<file path="src/hw/rtl/double_tag_vlan_translation_table_defines.svh">
// Assertion helpers, clocked on clk and disabled while rst is high.
`ifndef DOUBLE_TAG_VLAN_TRANSLATION_TABLE_DEFINES_SVH
`define DOUBLE_TAG_VLAN_TRANSLATION_TABLE_DEFINES_SVH

// Consequent must hold in the same cycle as the antecedent.
`define DTVT_ASSERT_NOW(name, ante, cons, msg) \
  name: assert property (@(posedge clk) disable iff (rst) (ante) |-> (cons)) \
    else $error(msg);

// Consequent must hold in the cycle after the antecedent.
`define DTVT_ASSERT_NEXT(name, ante, cons, msg) \
  name: assert property (@(posedge clk) disable iff (rst) (ante) |=> (cons)) \
    else $error(msg);

`endif

</file>
<file path="src/hw/rtl/dtvt_pkg.sv">
package dtvt_pkg;

  localparam int MAX_OUT_PORTS = 4;
  localparam int VID_BITS      = 6;

  localparam int VID_W     = 12;
  localparam int KEY_BITS  = 2 * VID_BITS;
  localparam int DEPTH     = 1 << KEY_BITS;
  localparam int ENTRY_W   = VID_W + 1;
  localparam int NPORT_W   = $clog2(MAX_OUT_PORTS + 1);
  localparam int STATUS_W  = 3;
  localparam int FOUND_W   = 2;

  localparam logic [VID_W-1:0] ID_LIMIT = 12'd4094;

  localparam logic [1:0] OP_ADD    = 2'd0;
  localparam logic [1:0] OP_DEL    = 2'd1;
  localparam logic [1:0] OP_LOOKUP = 2'd2;

  localparam logic [STATUS_W-1:0] ST_OK      = 3'd0;
  localparam logic [STATUS_W-1:0] ST_BAD_IN  = 3'd1;
  localparam logic [STATUS_W-1:0] ST_BAD_OUT = 3'd2;
  localparam logic [STATUS_W-1:0] ST_RANGE   = 3'd3;
  localparam logic [STATUS_W-1:0] ST_MISS    = 3'd4;

  localparam logic CFG_OWN_PORT  = 1'b0;
  localparam logic CFG_NUM_PORTS = 1'b1;

  typedef struct packed {
    logic [1:0]       op;
    logic [3:0]       in_port;
    logic [3:0]       out_port;
    logic [VID_W-1:0] vlan_outer;
    logic [VID_W-1:0] vlan_inner;
    logic [VID_W-1:0] vlan_new;
  } in_item_t;

  typedef struct packed {
    logic [STATUS_W-1:0] status;
    logic [FOUND_W-1:0]  found_port;
    logic [VID_W-1:0]    vlan_result;
  } out_item_t;

  typedef struct packed {
    logic clear;
    logic capture;
    logic load;
  } ctrl_cmd_t;

  typedef struct packed {
    logic clr_last;
    logic out_free;
  } ctrl_sts_t;

  typedef enum logic [1:0] {
    S_CLEAR,
    S_IDLE,
    S_EXEC
  } state_t;

endpackage

</file>
<file path="src/hw/rtl/dtvt_ctrl.sv">
module dtvt_ctrl
  import dtvt_pkg::*;
(
  input  logic      clk,
  input  logic      rst,
  input  logic      in_valid,
  output logic      in_ready,
  input  ctrl_sts_t sts,
  output ctrl_cmd_t cmd
);

  state_t state;
  state_t state_next;

  always_ff @(posedge clk) begin
    if (rst) begin
      state <= S_CLEAR;
    end else begin
      state <= state_next;
    end
  end

  always_comb begin
    state_next = state;
    unique case (state)
      S_CLEAR: begin
        if (sts.clr_last) state_next = S_IDLE;
      end
      S_IDLE: begin
        if (in_valid) state_next = S_EXEC;
      end
      S_EXEC: begin
        if (sts.out_free) state_next = S_IDLE;
      end
      default: state_next = S_CLEAR;
    endcase
  end

  always_comb begin
    in_ready    = 1'b0;
    cmd.clear   = 1'b0;
    cmd.capture = 1'b0;
    cmd.load    = 1'b0;
    unique case (state)
      S_CLEAR: cmd.clear = 1'b1;
      S_IDLE: begin
        in_ready    = 1'b1;
        cmd.capture = in_valid;
      end
      S_EXEC: cmd.load = sts.out_free;
      default: cmd.clear = 1'b0;
    endcase
  end

endmodule

</file>
<file path="config.mk">
export PLATFORM = sky130hd
export DESIGN_NAME = dtvt_ctrl
export DESIGN_NICKNAME = d
export VERILOG_FILES = /design/src/hw/rtl/double_tag_vlan_translation_table_defines.svh /design/src/hw/rtl/dtvt_pkg.sv /design/src/hw/rtl/dtvt_ctrl.sv
export SDC_FILE = /design/constraint.sdc
export NUM_CORES = 1
export LEC_CHECK = 0
export ABC_AREA = 1
export BUFFER_PORTS_ARGS = -buffer_cell sky130_fd_sc_hd__buf_2
export CELL_PAD_IN_SITES_DETAIL_PLACEMENT = 1
export CELL_PAD_IN_SITES_GLOBAL_PLACEMENT = 2
export CORE_AREA = 2 2 39 41
export DETAILED_ROUTE_END_ITERATION = 12
export DIE_AREA = 0 0 41 43
export PLACE_DENSITY_LB_ADDON = 0.08
export RECOVER_POWER = 25
export SLEW_MARGIN = 15
export SYNTH_ARGS = -nofsm -noshare
export SYNTH_HDL_FRONTEND = slang
export SYNTH_SLANG_ARGS = --single-unit
export TNS_END_PERCENT = 1
</file>
<file path="constraint.sdc">
create_clock -name clk -period 0.8 [get_ports clk]
set_input_delay 0.12 -clock clk [delete_from_list [all_inputs] [get_ports clk]]
set_output_delay 0.12 -clock clk [all_outputs]
set_load 0.05 [all_outputs]
</file>
# After elaboration in Yosys (flattened, before gate mapping)
# Cells that the tools add are included.
# W data, S select, Z words.
[op_classes] n_addsub=0 mul=0 div_mod_pow=0 order_cmp=0 n_eq_ne=5 shift=0 mux=8 bitwise=0 reduce_logical=2
[op_table] cell="$mux W2" count=3
[op_table] cell="$ne A2 B2 Y1 const B" count=3
[op_table] cell="$pmux W2 S3" count=1
[op_table] cell="$mux W1" count=4
[op_table] cell="$reduce_and A3 Y1" count=1
[op_table] cell="$eq A2 B1 Y1 const B" count=1
[op_table] cell="$eq A2 B2 Y1 const B" count=1
[op_table] cell="$logic_not A2 Y1" count=1
[totals] ff_bits=2 latch_bits=0 ramBits=0 mem_bits_ro=0 inputBits=5 output_inout_bits=4 word_cells=16 n_memories=0

# Logic depth before layout (Yosys ltp)
# Gate-level depths: netlist of the first run.
[depth] word_depth=3 ltp_mapped=4 ltp_nobuf=4

# Worst setup path before layout of the first run
# No wires, ideal clock.
[synth_timing] kind="flip-flop to output port" from="reg state[1]" to="out cmd[0] (netlist name)" t_arrival_ps=1485 setup_slack_ps=-805 stages_incl_launch_ff=3 path_buffers=0 cell_sequence="dfxtp_1 > inv_1 > nor3_1"
[synth_lines] item="from (decl)" line_no="dtvt_ctrl.sv:12" source="state_t state;"
[synth_lines] item="from (signal assigned)" line_no="dtvt_ctrl.sv:19" source="state <= state_next;"
[synth_lines] item="to (decl)" line_no="dtvt_ctrl.sv:9" source="output ctrl_cmd_t cmd"

==> results of run 1 <==
## worst max-delay path: stages (launching register included)
cell	delay [ns]
dfxtp_2	0.34
buf_4	0.15
nor2_4	0.09
buf_8	0.15
## layer usage
layer | GRT usage, % | wire length [um]
met5 | 0 | 0
met1 | 6.390 | 155
met4 | 8.000 | 0
met2 | 5.938 | 179
met3 | 3.141 | 37
## cells by family after synthesis
logic type | synth area share, %
flip-flops | 35.17
buffers and inverters | 23.08
AO/OA/AOI/OAI | 8.783
AND/OR/NAND/NOR | 32.96
## cells in the final DEF, fill, tap and decap left out, drive strengths merged
master	Yosys	layout
buf	0	12
inv	7	6
nand2	4	4
clkbuf	0	3
dfxtp	2	2
nor2	2	2
nand3	2	2
clkinvlp	0	1
nor3	1	1
o21ai	1	1
a21oi	1	1
## stage by stage
step	util [%]	area, um2	instances	hold slack (ns)	TNS (ns)
3_3_place_gp	16.55	229.0	48	0.2935	-0.5335
2_1_floorplan	-	138.9	20	0.1817	-0.4550
4_1_cts	20.34	281.5	51	0.05136	-1.159
5_1_grt	20.61	285.3	51	0.06006	-1.359
3_5_place_dp	16.55	229.0	48	0.2917	-0.5601
6_report	20.61	285.3	51	0.06343	-1.082
## where the power goes
part | total [mW] | internal (mW) | switching [mW] | leakage [nW]
clock network | 0.221 | 0.165 | 0.0556 | 0.0138
logic | 0.184 | 0.0771 | 0.107 | 0.117
registers | 0.121 | 0.110 | 0.0111 | 0.0172
## what timing repair did
| action | in CTS | in global routing |
|---|---|---|
| setup endpoints to repair | 6 | 6 |
| resized for setup | 9 | 1 |
| pin swaps | 0 | 0 |
## worst max-delay path by stage
stage / startpoint / to / slack (ns) / cells after the start
2_1_floorplan: state[0] / cmd[0] / -0.14 / 1
3_3_place_gp: state[1] / cmd[1] / -0.17 / 4
3_5_place_dp: state[0] / cmd[1] / -0.18 / 3
4_1_cts: state[0] / cmd[2] / -0.29 / 3
5_1_grt: state[0] / cmd[2] / -0.32 / 3
6_report: state[0] / cmd[2] / -0.28 / 3
## layout make-up
type                    count  area [um2]
fillers                   177        1099
repair buffers             12       98.84
multi-input cells          11       71.32
flip-flops and latches      2       42.54
inverters                   7       30.03
clock buffers               3       22.52
well taps                  16       20.02
==> results.md, run 1 <==
* Synth cell types at 8
* Top reg by flops: state
* Initial antenna violation count at 0
* Hold Crit Start: rst
* Hold-fix buffers, CTS at 0
* Worst-case reg-to-reg path depth at 5
* Total Routing Usage GR at 5.711%
* 1st-pass router iterations at 1
* Measured slew at the worst slew-check pin at 0.1522 ns
* Worst-path fanout max at 5
* Dominant cell type by area after synthesis: dfxtp_1
* Synth Cell Area at 113.9 um2
* F_max at 926.7 MHz
* Area grow syn2layout at 150.6%
* Vias at 164
* CTS tree: built
* Overflow after GRT at 0
* Hold crit path type: in2reg
* RR Startpoint: state[0]
* Clock Latency Late Sink at 0.22 ns
* Top-count cell post-synth: inv_1
* Final ANT Viol Nets at 0
* Die height at 43 um
* Hold Crit Depth at 2
* WL final at 372 um
* Clock transition at path regs at 0.03 ns
* Clock period minus worst slack at 1.079 ns
* Layout Skew at 0.0008186 ns
* Number of hold violations in the final report at 0
* Worst R2R End: state[0]
* Leakage power at 0.1478 nW
* RSZ-0062 raised after global routing: true
* Core area at 1384 um2
* Share of the synthesized area in the top cell type at 35.16%
* Ports at 9
* GP Congestion at 0.6033
* Vias/cell at 3.216
* Post-synth EDFFs at 0
* First-pass GRT wire length at 572 um
* Final worst slack at -0.2791 ns
* Cell count after synthesis at 20
* Critical Path RT at 0.68 ns
* Register bit total from synthesis at 2
* Routed len/inst at 7.294 um
* CTS Buf Count at 3
* Synth area leaders: dfxtp_1 35%, inv_1 23%, nand2_1 13%
* Die width at 41 um
* # rows at 14
* Endpoint class of the critical path: primary output
* Ys async rst share at 0%
* Clock Sinks at 2
* Setup WS pre-CTS at -0.1773 ns
* CTS Buffer Depth at 2
* Inserted Diodes at 0
* Syn Area/Cell at 5.693 um2
* Top_reg_cell synth: dfxtp_1
* Ys Warns at 0
* DIE AREA at 1763 um2
* Share of cells above drive strength 1 at 62.86%
* Post-CTS Setup Bufs at 0
* Port buffer count at 8
* Failing checks: negative setup slack
* Critical path type: reg2out
* Final setup viols at 6
* Worst Hold End: state[1]
* Maxcap violations at 0
* Largest register FFs at 2
* CTS root buf: clkbuf_4
* Vias in the first global route at 148
* Total power divided by cell area at 1844 nW/um2
* Final worst-path cycle share at 134.9%
* Drt initial violations at 0
* Critical path arrival at 0.96 ns
* R2R setup slack at -0.05 ns
* Startpoint types: flop
* Nets at 42
* Outcome: finished, violations left
* Worst VDD drop at 0.3587 mV
* Most instantiated cells after synthesis: 7 x inv_1, 4 x nand2_1, 2 x dfxtp_1, 2 x nand3_1, 2 x nor2_1
* Initial core utilization at 8.228%
* DR DRC count at 0
* Max-slew headroom at 89.74%
* Final Max Slew Viols at 0
* Syn nets at 25
* Regs by FF count: state: 2 flops
* Register area share after synthesis at 35.16%
* Pin count of the biggest net entering global routing at 6
* Pwr Total at 526.1 uW
* H-Tree Depth at 1
No activity file was read; power rests on OpenSTA's default activity.
==> run 2, diff against run 1 <==
--- a/config.mk
+++ b/config.mk
@@ -14,6 +14,7 @@
 export DIE_AREA = 0 0 41 43
 export PLACE_DENSITY_LB_ADDON = 0.08
 export RECOVER_POWER = 25
+export SETUP_SLACK_MARGIN = 0.4
 export SLEW_MARGIN = 15
 export SYNTH_ARGS = -nofsm -noshare
 export SYNTH_HDL_FRONTEND = slang
==> constraint.sdc (replaced) <==
create_clock -name clk -period 0.8 [get_ports clk]
set_input_delay 0 -clock clk [delete_from_list [all_inputs] [get_ports clk]]
set_output_delay 0 -clock clk [all_outputs]
set_load 0.05 [all_outputs]
==> run 2 against run 1 <==
Effect of this change:
- the flow finishes with violations (negative hold slack, negative setup slack)
- total power grew 0.78%
- routed wire length down 3.2%
- utilization is 1.4 points lower
- first-iteration DRC count rose by 1
- worst setup slack improved by 0.13 ns
- critical path depth is 1 lower
- combinational power is 14% lower
- largest cell class unchanged
- sequential share of layout area rose by 2.1 points
- register-to-register slack gained 0.08 ns
- largest power group unchanged
- critical path type unchanged
- critical endpoint is now cmd[0]
- flip-flop and latch count stayed put
- hold slack lost 0.13 ns
- cell area down 7.0%
==> results.md, run 2 (synthesis results as in run 1) <==
* Outcome: finished, violations left (unchanged)
* Failing checks: negative hold slack, negative setup slack (was negative setup slack)
* Critical path arrival at 0.95 ns (was 0.96 ns)
* First-pass GRT wire length at 545 um (was 572 um)
* GP Congestion at 0.5790 (was 0.6033)
* Leakage power at 0.1427 nW (was 0.1478 nW)
* Number of hold violations in the final report at 1 (was 0)
* Routed len/inst at 7.347 um (was 7.294 um)
* # fillers at 174 (was 177)
* Core area at 1384 um2 (unchanged)
* # rows at 14 (unchanged)
* Port buffer count at 8 (unchanged)
* Initial core utilization at 8.228% (unchanged)
* Share of cells above drive strength 1 at 54.55% (was 62.86%)
* Final setup viols at 4 (was 6)
* DR DRC count at 0 (unchanged)
* Overflow after GRT at 0 (unchanged)
* Clock Sinks at 2 (unchanged)
* Layout Skew at 0.007027 ns (was 0.0008186 ns)
* Regs by FF count: state: 2 flops (unchanged)
* Finished Layout Cells at 49 (was 51)
* RR Startpoint: state[1] (was state[0])
* Inserted Diodes at 0 (unchanged)
* CTS Buffer Depth at 2 (unchanged)
* Top reg by flops: state (unchanged)
* Hold Crit Depth at 2 (unchanged)
* Dpl cell area at 203.9 um2 (was 229.0 um2)
* DIE AREA at 1763 um2 (unchanged)
* Worst hold slack at -0.06209 ns (was 0.06343 ns)
* F_max at 1049 MHz (was 926.7 MHz)
* Final ANT Viol Nets at 0 (unchanged)
* Final instance area at 265.3 um2 (was 285.3 um2)
* Post-DP HPWL at 311.3 um
* Top sig layer: met3 (unchanged)
* Vias/cell at 3.224 (was 3.216)
* Nets at 39 (was 42)
* Clock Latency Late Sink at 0.23 ns (was 0.22 ns)
* Utilization after layout at 19.17% (was 20.61%)
* 1st-pass router iterations at 2 (was 1)
* Max-slew headroom at 88.83% (was 89.74%)
* Area grow syn2layout at 133.0% (was 150.6%)
* Pin count of the biggest net entering global routing at 7 (was 6)
* Clock transition at path regs at 0.03 ns (about the same)
* Post-CTS Setup Bufs at 0 (unchanged)
* RSZ-0062 raised after global routing: true (unchanged)
* Maxcap violations at 0 (unchanged)
* Startpoint types: flop (unchanged)
* WL final at 360 um (was 372 um)
* Commonest cells after routing, fill and taps aside: 6 x inv_1, 5 x buf_6, 4 x nand2_1, 4 x buf_2, 3 x clkbuf_4 (was 5 x inv_1, 4 x nand2_1, 4 x buf_2, 4 x buf_4)
* Final worst-path cycle share at 119.1% (was 134.9%)
* Largest register FFs at 2 (unchanged)
* CTS Buf Count at 3 (unchanged)
* Metal3 WL at 25 um (was 37 um)
* Die width at 41 um (unchanged)
* Endpoint class of the critical path: primary output (unchanged)
* Drt initial violations at 1 (was 0)
* Critical Path RT at 0.80 ns (was 0.68 ns)
* Routed met2 length at 206 um (was 179 um)
* Vias at 158 (was 164)
* Vias in the first global route at 158 (was 148)
* H-Tree Depth at 1 (unchanged)
* Setup WS pre-CTS at -0.05572 ns (was -0.1773 ns)
* Total Routing Usage GR at 5.110% (was 5.711%)
* Hold crit path type: in2reg (unchanged)
* Wl on met1 at 128 um (was 155 um)
* Measured slew at the worst slew-check pin at 0.1658 ns (was 0.1522 ns)
* Total power divided by cell area at 1999 nW/um2 (was 1844 nW/um2)
* CTS tree: built (unchanged)
* Commonest non-fill, non-tap cell in the layout: inv_1 (unchanged)
* Worst-case reg-to-reg path depth at 4 (was 5)
* Hold Crit Start: rst (unchanged)
* CTS root buf: clkbuf_4 (unchanged)
* Critical path type: reg2out (unchanged)
* Worst Hold End: state[1] (unchanged)
* Ports at 9 (unchanged)
* Worst R2R End: state[0] (unchanged)
* R2R setup slack at 0.03 ns (was -0.05 ns)
* Placed Instances at 45 (was 48)
* Final worst slack at -0.1532 ns (was -0.2791 ns)
* Initial antenna violation count at 0 (unchanged)
* Worst VDD drop at 0.5691 mV (was 0.3587 mV)
* Clock period minus worst slack at 0.9532 ns (was 1.079 ns)
* Die height at 43 um (unchanged)
* Final Max Slew Viols at 0 (unchanged)
* Worst-path fanout max at 6 (was 5)
==> run 2: changes by cell type in the layout (fill, tap and decap cells not counted) <==
cell | previous run | this run
buf_4 | 4 | 0
buf_6 | 3 | 5
buf_8 | 1 | 0
clkbuf_1 | 0 | 1
clkinvlp_4 | 1 | 0
dfxtp_2 | 2 | 1
dfxtp_4 | 0 | 1
inv_1 | 5 | 6
==> run 2: metal layers <==
layer | global-route usage, % | vias up
li1 | - | 83
met1 | 4.153 | 71
met2 | 7.187 | 4
met3 | 1.571 | 0
met4 | 8.000 | 0
met5 | 0 | -
==> run 2: how the worst max path moves through the flow <==
stage,startpoint,endpoint,cells past startpoint
finish,state[0],cmd[0],2
global route,state[0],cmd[0],2
CTS,state[0],cmd[0],2
detailed placement,state[1],cmd[1],4
global placement,state[1],cmd[1],4
floorplan,state[0],state[0],4
==> run 2: worst max-delay path: stages (launching register included) <==
cell and delay, ns:
dfxtp_4 0.36, nor3_4 0.18, buf_6 0.18
==> run 2: layout make-up <==
cell class	instances	area, um2	area share [%]
well taps	16	20.02	7.547
multi-input cells	11	71.32	26.89
inverters	7	26.28	9.906
clock buffers	4	26.28	9.906
flip-flops and latches	2	45.04	16.98
repair buffers	9	76.32	28.77
==> run 2: where the power goes <==
part	switching (mW)	internal [mW]	total, mW
Combinational	0.0970	0.0611	0.158
Sequential	0.0155	0.110	0.125
Clock	0.0616	0.185	0.247
Total	0.174	0.356	0.530
==> run 2: what timing repair did <==
action / in CTS / in global routing
setup endpoints to repair: 6 / 6
gates resized for setup: 12 / 0
endpoints found under the hold margin: 1 / 1
pin swaps: 1 / 0
==> run 2: metrics by stage <==
| step | power [mW] | setup TNS, ns | hold WS (ns) |
|---|---|---|---|
| after floorplan | 0.2207 | -0.3184 | 0.06907 |
| after global placement | 0.2586 | -0.06110 | 0.1690 |
| after detailed placement | 0.2588 | -0.06868 | 0.1751 |
| after CTS | 0.5494 | -0.5532 | -0.07007 |
| after global routing | 0.5551 | -0.6839 | -0.05427 |
| final | 0.5302 | -0.4784 | -0.06209 |
